===== src/ir_mpd_pkg.sv =====
`timescale 1ns / 1ps
// ============================================================================
// IR multi-press detector package
// Shared types, remote code table and classification helpers for the
// multi-press detector core, its result queue and its port checker.
// ============================================================================

package ir_mpd_pkg;

    // Operation carried in the input tuser.
    typedef enum logic {
        OP_CODE = 1'b0,
        OP_POLL = 1'b1
    } op_t;

    // Action class reported with a closed run.
    typedef enum logic [2:0] {
        ACT_NONE      = 3'd0,
        ACT_SINGLE    = 3'd1,
        ACT_DOUBLE    = 3'd2,
        ACT_TRIPLE    = 3'd3,
        ACT_FIVE_PLUS = 3'd4
    } action_t;

    // Configuration register indexes.
    localparam logic [1:0] REG_WINDOW_MAX = 2'd0;
    localparam logic [1:0] REG_WINDOW_MIN = 2'd1;

    // Register reset values.
    localparam logic [15:0] WINDOW_MAX_RESET = 16'd2000;
    localparam logic [15:0] WINDOW_MIN_RESET = 16'd200;

    // Button codes inside a group.
    localparam logic [2:0] POWER_BUTTON = 3'd4;
    localparam logic [2:0] NO_BUTTON    = 3'd7;
    localparam int unsigned GROUP_BUTTONS = 5;

    // Depth of the result queue.
    localparam int unsigned QUEUE_DEPTH = 4;

    // Known remote codes, one row per group, buttons 0..3 then power.
    localparam logic [31:0] GROUP_CODES [2][GROUP_BUTTONS] = '{
        '{32'd2733166887, 32'd1663147656, 32'd1494494661, 32'd3967086620,
          32'd3909119151},
        '{32'd4257650505, 32'd271251858,  32'd2952684369, 32'd2508896912,
          32'd1937930936}
    };

    // Outcome of a code table lookup.
    typedef struct packed {
        logic       hit;
        logic       grp;
        logic [2:0] btn;
    } code_hit_t;

    // One result word as held in the queue.
    typedef struct packed {
        logic       group_id;
        logic [2:0] button;
        logic [7:0] press_count;
        action_t    action;
        logic       last;
    } result_t;

    // Looks a raw code up in the table; codes are all distinct.
    function automatic code_hit_t match_code(logic [31:0] code);
        code_hit_t res;
        res = '{hit: 1'b0, grp: 1'b0, btn: 3'd0};
        for (int g = 0; g < 2; g++) begin
            for (int b = 0; b < GROUP_BUTTONS; b++) begin
                if (code == GROUP_CODES[g][b]) begin
                    res.hit = 1'b1;
                    res.grp = 1'(g);
                    res.btn = 3'(b);
                end
            end
        end
        return res;
    endfunction

    // Maps a closed run to its action class.
    function automatic action_t classify(logic grp, logic [2:0] btn, logic [7:0] cnt);
        action_t act;
        if (cnt == 8'd1) begin
            act = ACT_SINGLE;
        end else if (cnt == 8'd2) begin
            act = ACT_DOUBLE;
        end else if (btn == POWER_BUTTON) begin
            act = (!grp && cnt == 8'd3) ? ACT_TRIPLE : ACT_NONE;
        end else if (cnt >= 8'd5) begin
            act = ACT_FIVE_PLUS;
        end else begin
            act = ACT_NONE;
        end
        return act;
    endfunction

endpackage


===== src/ir_mpd_fifo.sv =====
`timescale 1ns / 1ps
// ============================================================================
// IR multi-press detector result queue
// Small register queue that takes zero, one or two result words per cycle
// and hands out one word per cycle, while rd_ready is high, on a valid/ready output.
// ============================================================================

module ir_mpd_fifo (
    input  logic                aclk,
    input  logic                aresetn,
    input  logic [1:0]          wr_num,
    input  ir_mpd_pkg::result_t wr_data0,
    input  ir_mpd_pkg::result_t wr_data1,
    output logic                room_for_two,
    output logic                rd_valid,
    input  logic                rd_ready,
    output ir_mpd_pkg::result_t rd_data
);

    localparam int unsigned PTR_BITS = $clog2(ir_mpd_pkg::QUEUE_DEPTH);
    localparam int unsigned CNT_BITS = $clog2(ir_mpd_pkg::QUEUE_DEPTH + 1);

    ir_mpd_pkg::result_t mem_reg [ir_mpd_pkg::QUEUE_DEPTH];
    logic [PTR_BITS-1:0] wr_ptr_reg, wr_ptr_next;
    logic [PTR_BITS-1:0] rd_ptr_reg, rd_ptr_next;
    logic [CNT_BITS-1:0] count_reg, count_next;
    logic                pop;

    assign rd_valid     = (count_reg != '0);
    assign rd_data      = mem_reg[rd_ptr_reg];
    assign pop          = rd_valid && rd_ready;
    assign room_for_two = (count_reg <= CNT_BITS'(ir_mpd_pkg::QUEUE_DEPTH - 2));

    // Pointer and fill count update.
    always_comb begin
        wr_ptr_next = wr_ptr_reg + PTR_BITS'(wr_num);
        rd_ptr_next = rd_ptr_reg + PTR_BITS'(pop);
        count_next  = count_reg + CNT_BITS'(wr_num) - CNT_BITS'(pop);
    end

    always_ff @(posedge aclk) begin
        if (!aresetn) begin
            wr_ptr_reg <= '0;
            rd_ptr_reg <= '0;
            count_reg  <= '0;
        end else begin
            wr_ptr_reg <= wr_ptr_next;
            rd_ptr_reg <= rd_ptr_next;
            count_reg  <= count_next;
        end
    end

    // Word storage; the second word goes to the slot after the first.
    always_ff @(posedge aclk) begin
        if (wr_num != 2'd0) begin
            mem_reg[wr_ptr_reg] <= wr_data0;
        end
        if (wr_num == 2'd2) begin
            mem_reg[wr_ptr_reg + PTR_BITS'(1)] <= wr_data1;
        end
    end

endmodule


===== src/ir_multi_press_detector_core.sv =====
`timescale 1ns / 1ps
// Path: an accepted word waits in the input register until the queue has room for
// two results, then updates the groups and the queue, whose words drive m_tvalid.
// Throughput: one input word per cycle while the queue has room for two results; a
// poll that closes both groups puts two result words into the four-entry output queue,
// which drains one word per cycle while m_tready is high. Reset: synchronous, active low;
// clears the groups and the queue and sets the windows to 2000 ms max, 200 ms min.
// ============================================================================
// IR multi-press detector core
// Counts repeated presses of remote buttons in two groups and reports each
// run with its press count and action class when a poll finds it timed out.
// ============================================================================

module ir_multi_press_detector_core #(
    parameter int unsigned TIME_BITS = 32
) (
    input  logic        aclk,
    input  logic        aresetn,
    // Input stream
    input  logic        s_tvalid,
    output logic        s_tready,
    input  logic [63:0] s_tdata,   // [31:0] code, [63:32] now_ms
    input  logic        s_tuser,   // [0] operation
    // Result stream
    output logic        m_tvalid,
    input  logic        m_tready,
    output logic [15:0] m_tdata,   // [2:0] button, [10:3] press_count, [13:11] action
    output logic        m_tuser,   // [0] group_id
    output logic        m_tlast,   // last_of_run
    // Configuration writes
    input  logic        cfg_valid,
    output logic        cfg_ready,
    input  logic [1:0]  cfg_index,
    input  logic [15:0] cfg_data
);

    // Input stage
    logic                 in_vld_reg;
    ir_mpd_pkg::op_t      in_op_reg;
    logic [31:0]          in_code_reg;
    logic [TIME_BITS-1:0] in_now_reg;
    logic                 advance;
    logic                 room_for_two;

    // Configuration
    logic [15:0]          win_max_reg;
    logic [15:0]          win_min_reg;
    logic [TIME_BITS-1:0] win_max_ext;
    logic [TIME_BITS-1:0] win_min_ext;

    // Group state
    logic [2:0]           btn_reg  [2];
    logic [7:0]           cnt_reg  [2];
    logic [TIME_BITS-1:0] time_reg [2];
    logic [2:0]           btn_next  [2];
    logic [7:0]           cnt_next  [2];
    logic [TIME_BITS-1:0] time_next [2];
    logic                 expire [2];
    ir_mpd_pkg::result_t  res [2];

    ir_mpd_pkg::code_hit_t hit;

    // Queue write side
    logic [1:0]           wr_num;
    ir_mpd_pkg::result_t  wr_data0;
    ir_mpd_pkg::result_t  wr_data1;
    ir_mpd_pkg::result_t  rd_data;

    assign cfg_ready = 1'b1;
    assign advance   = in_vld_reg && room_for_two;
    assign s_tready  = !in_vld_reg || room_for_two;

    // Input register: holds one word until the queue has room for two results.
    always_ff @(posedge aclk) begin
        if (!aresetn) begin
            in_vld_reg <= 1'b0;
        end else if (s_tvalid && s_tready) begin
            in_vld_reg <= 1'b1;
        end else if (advance) begin
            in_vld_reg <= 1'b0;
        end
    end

    always_ff @(posedge aclk) begin
        if (s_tvalid && s_tready) begin
            in_op_reg   <= ir_mpd_pkg::op_t'(s_tuser);
            in_code_reg <= s_tdata[31:0];
            in_now_reg  <= s_tdata[32 +: TIME_BITS];
        end
    end

    // Window registers.
    always_ff @(posedge aclk) begin
        if (!aresetn) begin
            win_max_reg <= ir_mpd_pkg::WINDOW_MAX_RESET;
            win_min_reg <= ir_mpd_pkg::WINDOW_MIN_RESET;
        end else if (cfg_valid && cfg_ready) begin
            case (cfg_index)
                ir_mpd_pkg::REG_WINDOW_MAX: win_max_reg <= cfg_data;
                ir_mpd_pkg::REG_WINDOW_MIN: win_min_reg <= cfg_data;
                default: ;
            endcase
        end
    end

    assign win_max_ext = TIME_BITS'(win_max_reg);
    assign win_min_ext = TIME_BITS'(win_min_reg);

    assign hit = ir_mpd_pkg::match_code(in_code_reg);

    // Per-group press and poll logic.
    for (genvar gi = 0; gi < 2; gi++) begin : g_group
        logic                 sel_press;
        logic                 new_btn;
        logic [7:0]           cnt_eff;
        logic [TIME_BITS-1:0] time_eff;
        logic [TIME_BITS-1:0] press_gap;
        logic [TIME_BITS-1:0] poll_gap;
        logic                 in_win;

        always_comb begin
            sel_press = advance && (in_op_reg == ir_mpd_pkg::OP_CODE) && hit.hit
                        && (hit.grp == 1'(gi));
            new_btn   = (btn_reg[gi] != hit.btn);
            // A new button restarts the run from time zero.
            cnt_eff   = new_btn ? 8'd0 : cnt_reg[gi];
            time_eff  = new_btn ? '0 : time_reg[gi];
            press_gap = in_now_reg - time_eff;
            in_win    = (press_gap < win_max_ext) && (press_gap > win_min_ext);
            poll_gap  = in_now_reg - time_reg[gi];
            expire[gi] = advance && (in_op_reg == ir_mpd_pkg::OP_POLL)
                         && (cnt_reg[gi] != 8'd0) && (poll_gap > win_max_ext);
        end

        // Next state of the group.
        always_comb begin
            btn_next[gi]  = btn_reg[gi];
            cnt_next[gi]  = cnt_reg[gi];
            time_next[gi] = time_reg[gi];
            if (sel_press) begin
                btn_next[gi]  = hit.btn;
                time_next[gi] = in_now_reg;
                if (in_win) begin
                    cnt_next[gi] = (cnt_eff == 8'hFF) ? cnt_eff : cnt_eff + 8'd1;
                end else begin
                    cnt_next[gi] = (cnt_eff == 8'd0) ? 8'd1 : cnt_eff;
                end
            end else if (expire[gi]) begin
                btn_next[gi]  = ir_mpd_pkg::NO_BUTTON;
                cnt_next[gi]  = 8'd0;
                time_next[gi] = '0;
            end
        end

        // Result word for a run closed by this poll.
        always_comb begin
            res[gi].group_id    = 1'(gi);
            res[gi].button      = btn_reg[gi];
            res[gi].press_count = cnt_reg[gi];
            res[gi].action      = ir_mpd_pkg::classify(1'(gi), btn_reg[gi], cnt_reg[gi]);
            res[gi].last        = 1'b0;
        end
    end

    always_ff @(posedge aclk) begin
        if (!aresetn) begin
            for (int g = 0; g < 2; g++) begin
                btn_reg[g]  <= ir_mpd_pkg::NO_BUTTON;
                cnt_reg[g]  <= 8'd0;
                time_reg[g] <= '0;
            end
        end else begin
            for (int g = 0; g < 2; g++) begin
                btn_reg[g]  <= btn_next[g];
                cnt_reg[g]  <= cnt_next[g];
                time_reg[g] <= time_next[g];
            end
        end
    end

    // Pack closed runs in group order; the final word carries last.
    always_comb begin
        wr_num   = 2'(expire[0]) + 2'(expire[1]);
        wr_data0 = expire[0] ? res[0] : res[1];
        wr_data0.last = !(expire[0] && expire[1]);
        wr_data1 = res[1];
        wr_data1.last = 1'b1;
    end

    ir_mpd_fifo u_fifo (
        .aclk         (aclk),
        .aresetn      (aresetn),
        .wr_num       (wr_num),
        .wr_data0     (wr_data0),
        .wr_data1     (wr_data1),
        .room_for_two (room_for_two),
        .rd_valid     (m_tvalid),
        .rd_ready     (m_tready),
        .rd_data      (rd_data)
    );

    assign m_tdata = {2'b00, rd_data.action, rd_data.press_count, rd_data.button};
    assign m_tuser = rd_data.group_id;
    assign m_tlast = rd_data.last;

endmodule


===== config.mk =====
export PLATFORM = sky130hd
export DESIGN_NAME = ir_multi_press_detector_core
export DESIGN_NICKNAME = d
export VERILOG_FILES = /design/src/ir_mpd_pkg.sv /design/src/ir_mpd_fifo.sv /design/src/ir_multi_press_detector_core.sv
export SDC_FILE = /design/constraint.sdc
export NUM_CORES = 1
export LEC_CHECK = 0
export BUFFER_PORTS_ARGS = -buffer_cell sky130_fd_sc_hd__buf_2
export CAP_MARGIN = 20
export CORE_MARGIN = 2
export CORE_UTILIZATION = 45
export CTS_BUF_LIST = sky130_fd_sc_hd__clkbuf_4 sky130_fd_sc_hd__clkbuf_8
export CTS_CLUSTER_SIZE = 12
export DETAILED_ROUTE_END_ITERATION = 16
export PLACE_DENSITY = 0.59
export SLEW_MARGIN = 20
export SYNTH_ARGS = -nofsm -noshare
export SYNTH_HDL_FRONTEND = slang
export SYNTH_SLANG_ARGS = --single-unit

===== constraint.sdc =====
create_clock -name aclk -period 9.1 [get_ports aclk]
set_clock_uncertainty 0.05 [all_clocks]
set_input_delay 1.82 -clock aclk [delete_from_list [all_inputs] [get_ports aclk]]
set_output_delay 1.82 -clock aclk [all_outputs]
set_load 0.02 [all_outputs]

==> results.txt <==
By area, the combinational part of the netlist is dominated by compound AO/OA/AOI/OAI gates. Leaving out fill and tap cells, the most frequent cell in the layout is sky130_fd_sc_hd__nand2_1. The endpoint arrival time on the critical path is 8.90 ns. The capturing element type of the critical path is a flop. The cell depth of the worst flop-to-flop path is 29. The number of enable flip-flop cells after synthesis is 121.

The setup path with the least slack is of type reg2reg. The later-pin clock latency in the skew report came out at 0.65 ns. The maximum fanout count along the critical path came out at 38. The die covers 48800 µm². The cell total after placement came out at 3174. The register area share after synthesis came out at 29.9%.

The clock sink count is 255. Global routing used 27.3% of the available tracks across all layers. The actual slew at the worst max-slew pin is 1.20 ns. The first-pass GRT wire length came out at 106 mm. For this block, the via count after detailed routing is 20100. Timing would allow up to 119 MHz.

The net count reported at finish came out at 2944. Setup violations remaining at the end of the flow were counted as 0. The post-synthesis area per instance came out at 8.26 µm². The total count of hold-check failures in the final report came to 0. In this run the worst setup path begins at in_code_reg[6].

The post-synthesis compound-gate area fraction came out at 22.8%. Setup repair after global routing left no endpoint under its margin. The worst hold path belongs to the class reg2reg. The number of global-route vias before repair is 19000. IR analysis of the VDD net gives a maximum drop of 0.120 mV.

The Yosys step of the flow raised 0 warnings. The HPWL after detailed placement came out at 54.0 mm. The non-filler instance count after layout came out at 3262. The die boundary width is 221 µm. The post-cts resize count came out at 0.

The floorplan die height came out at 221 µm. The pre-CTS setup slack came out at 0.714 ns. The final critical-path share of the clock period is 92.5%.

After clock tree synthesis, the clock-pin slew on the worst setup and hold paths is 0.06 ns. The fraction of the mapped netlist area in simple logic gates came out at 21.9%. The library cells used most frequently in the layout, excluding fill and tap cells, are 332 x sky130_fd_sc_hd__nand2_1, 259 x sky130_fd_sc_hd__a21oi_1, 233 x sky130_fd_sc_hd__ha_1. The mapped netlist covers 21200 µm². The post-route antenna net violation count is 0.

The flip-flop and latch count after synthesis came out at 255. The number of distinct library cell variants in the gate-level netlist after synthesis came out at 94. The number of antenna violations at the first check in global routing was 2. The cts-stage hold buffer count is 0. In the synthesized netlist the dominant register cell turns out to be sky130_fd_sc_hd__dfxtp_1. The number of optimization iterations in the first detailed-route pass came out at 6.

The reg-to-reg critical path endpoint is cnt_reg[0][15]. For this configuration, the core starts out at a cell density of 45.5%. Row generation in the floorplan step produced 79 rows. CTS placed an instance of sky130_fd_sc_hd__clkbuf_8 at the clock tree root. After clock tree synthesis, the setup repair step added 0 buffers. The flow ran to the end, and the final reports show no timing, DRC or antenna violations. TritonCTS built the clock tree. The total routed wirelength is 69.3 mm. After detailed routing, the number of remaining DRC violations is 0. Cells fill 49.9% of the core in the end. The leakage power total came out at 8.67 nW.

The worst-path cell with the longest stage delay is sky130_fd_sc_hd__nor3_1. The final critical path time including I/O delays and setup came out at 8.42 ns. In the post-route analysis, the smallest setup slack over all paths is 0.680 ns.

The leftover overflow at the end of global routing came out at 0. The number of buffers created by CTS came out at 49. Dividing total power by cell area gives a power density of 151 nW/µm².

In the final timing run, aggregate negative setup slack is 0 ns. In this run, the number of DRC markers left after iteration 0 of detailed routing was 1715. The proportion of total power due to net switching is 33.5%.

Entering global routing, the biggest net connects 73 pins. The average wire per standard cell is 21.3 µm. The max-cap check violation count is 0.

The placeable core region is 46500 µm². The number of H-tree levels is 2. In this run, the combinational gates consume 27.5% of the power. The xor/xnor cell area share of the yosys netlist is 3.55%. The fraction of registers with async set/reset is 0%. The critical path ends at cnt_reg[0][15].

The synthesized-area fraction occupied by adder cells is 14.3%. Counting the fill cells in the layout gives 4605. The worst slew margin relative to its limit is 18.3%.

After detailed routing, the number of vias per cell comes to 6.16. The worst flop-to-flop path startpoint is in_code_reg[6]. For the worst setup path, the data required time is 9.58 ns. The fraction of layout instances using a drive strength above 1 came out at 9.95%. The slack of the worst reg-to-reg path is 0.68 ns.

The synthesized instance count came out at 2562. The analysis attributes to net switching a power of 1.17 mW. The worst setup path is launched from a flop. The clock passes through at most 3 buffers. The share of total power dissipated in the clock network is 34.6%. The peak per-stage delay on the critical path came out at 0.69 ns.

After synthesis, the share of cell area in mux cells is 2.41%. The relative contribution of sequential cells to total power is 37.9%. The internal power contribution is 2.32 mW. Input and output buffers added on the ports amount to 105.

The layout overhead on the synthesized area is 9.60%. The max-slew violation count was 0. At the end of routability-driven placement, the weighted congestion stood at 0.940.

The number of top-level pins came out at 109.
[worst min-delay path by stage]
stage | startpoint | to | cells after the start
2_1_floorplan | u_fifo.mem_reg[1][0] | u_fifo.mem_reg[1][0] | 1
3_3_place_gp | win_max_reg[15] | win_max_reg[15] | 2
3_5_place_dp | win_max_reg[1] | win_max_reg[1] | 2
4_1_cts | win_max_reg[1] | win_max_reg[1] | 2
5_1_grt | win_max_reg[14] | win_max_reg[14] | 2
6_report | win_max_reg[1] | win_max_reg[1] | 2
[cells in the mapped netlist (7+ instances only)]
cell	number	share of area [%]
sky130_fd_sc_hd__and4_1	17	0.70
sky130_fd_sc_hd__xnor2_1	64	2.6
sky130_fd_sc_hd__nor4_1	26	0.77
sky130_fd_sc_hd__a21oi_1	259	6.1
sky130_fd_sc_hd__buf_1	15	0.27
sky130_fd_sc_hd__mux2_2	7	0.37
sky130_fd_sc_hd__o21a_1	22	0.78
sky130_fd_sc_hd__o21ai_0	112	2.6
sky130_fd_sc_hd__nand2_1	332	5.9
sky130_fd_sc_hd__ha_1	233	14
sky130_fd_sc_hd__o21bai_1	11	0.39
sky130_fd_sc_hd__inv_1	165	2.9
sky130_fd_sc_hd__nand2b_1	29	0.86
sky130_fd_sc_hd__or2_2	11	0.33
sky130_fd_sc_hd__and2_1	21	0.62
sky130_fd_sc_hd__edfxtp_1	121	17
sky130_fd_sc_hd__a22o_1	39	1.6
sky130_fd_sc_hd__nor4b_1	9	0.37
sky130_fd_sc_hd__nand4_1	62	1.8
sky130_fd_sc_hd__a2111oi_0	12	0.50
sky130_fd_sc_hd__nor2b_1	30	0.89
sky130_fd_sc_hd__nand3b_1	11	0.39
sky130_fd_sc_hd__a211oi_1	29	1.0
sky130_fd_sc_hd__nor3b_1	8	0.28
sky130_fd_sc_hd__o22ai_1	24	0.71
sky130_fd_sc_hd__a31oi_1	17	0.50
sky130_fd_sc_hd__a31o_2	7	0.29
sky130_fd_sc_hd__nand3_1	118	2.8
sky130_fd_sc_hd__a21o_1	53	1.9
sky130_fd_sc_hd__nor3_1	46	1.1
sky130_fd_sc_hd__nor2_1	132	2.3
sky130_fd_sc_hd__dfxtp_1	134	13
sky130_fd_sc_hd__a211o_1	14	0.58
sky130_fd_sc_hd__o2111ai_1	11	0.46
sky130_fd_sc_hd__clkbuf_1	96	1.7
sky130_fd_sc_hd__mux2i_1	7	0.33
sky130_fd_sc_hd__and3_1	25	0.74
sky130_fd_sc_hd__xor2_1	20	0.83
sky130_fd_sc_hd__o211ai_1	32	1.1
sky130_fd_sc_hd__mux4_2	16	1.7
sky130_fd_sc_hd__or3_1	14	0.41
sky130_fd_sc_hd__o31a_1	8	0.33
sky130_fd_sc_hd__a221oi_1	8	0.33
[per-stage QoR]
step	area, µm²	power [mW]	hold WS, ns
after global routing	23200	3.68	0.431
after floorplan	21200	2.02	0.382
final	23200	3.49	0.408
after CTS	23200	3.51	0.406
after detailed placement	22200	2.29	0.399
after global placement	22100	2.27	0.394
[power by group through the flow]
stage / combinational (mW) / clock (mW) / sequential [mW]
floorplan: 0.718 / 0 / 1.30
global placement: 0.926 / 0 / 1.34
detailed placement: 0.944 / 0 / 1.34
CTS: 0.950 / 1.24 / 1.32
global route: 1.06 / 1.28 / 1.33
finish: 0.958 / 1.21 / 1.32
[final cells by class]
| class | count | area [µm²] | share of cell area [%] |
|---|---|---|---|
| diodes | 1 | 2.50 | 0.0108 |
| inverters | 169 | 636 | 2.74 |
| multi-input cells | 2021 | 13800 | 59.5 |
| repair buffers | 122 | 673 | 2.90 |
| flip-flops and latches | 255 | 6320 | 27.2 |
| clock buffers | 67 | 835 | 3.60 |
| clock inverters | 20 | 174 | 0.750 |
| well taps | 607 | 759 | 3.28 |
[critical path: cells and delay by family, from the launching register on]
kind	cells	cell delay (ns)
AO/OA/AOI/OAI	12	2.54
adder cells (fa/ha/maj)	2	0.67
AND/OR/NAND/NOR	12	3.70
buffers and inverters	1	0.37
flip-flops	1	0.50
XOR/XNOR	2	0.42
[logic make-up after synthesis]
kind of cell	Yosys count
buffers and inverters	287
other	2
flip-flops	255
AO/OA/AOI/OAI	740
adder cells (fa/ha/maj)	238
XOR/XNOR	85
AND/OR/NAND/NOR	925
multiplexers	30
[routing by layer]
| layer | vias to the layer above | global-route usage, % | share of wire, % |
|---|---|---|---|
| met3 | 105 | 4.69 | 7.8 |
| met1 | 9575 | 40.5 | 48 |
| met4 | 0 | 8.34 | 2.5 |
| li1 | 9653 | - | - |
| met2 | 752 | 40.4 | 42 |
| met5 | - | 0 | 0 |
Power figures use the tool's default switching activity.
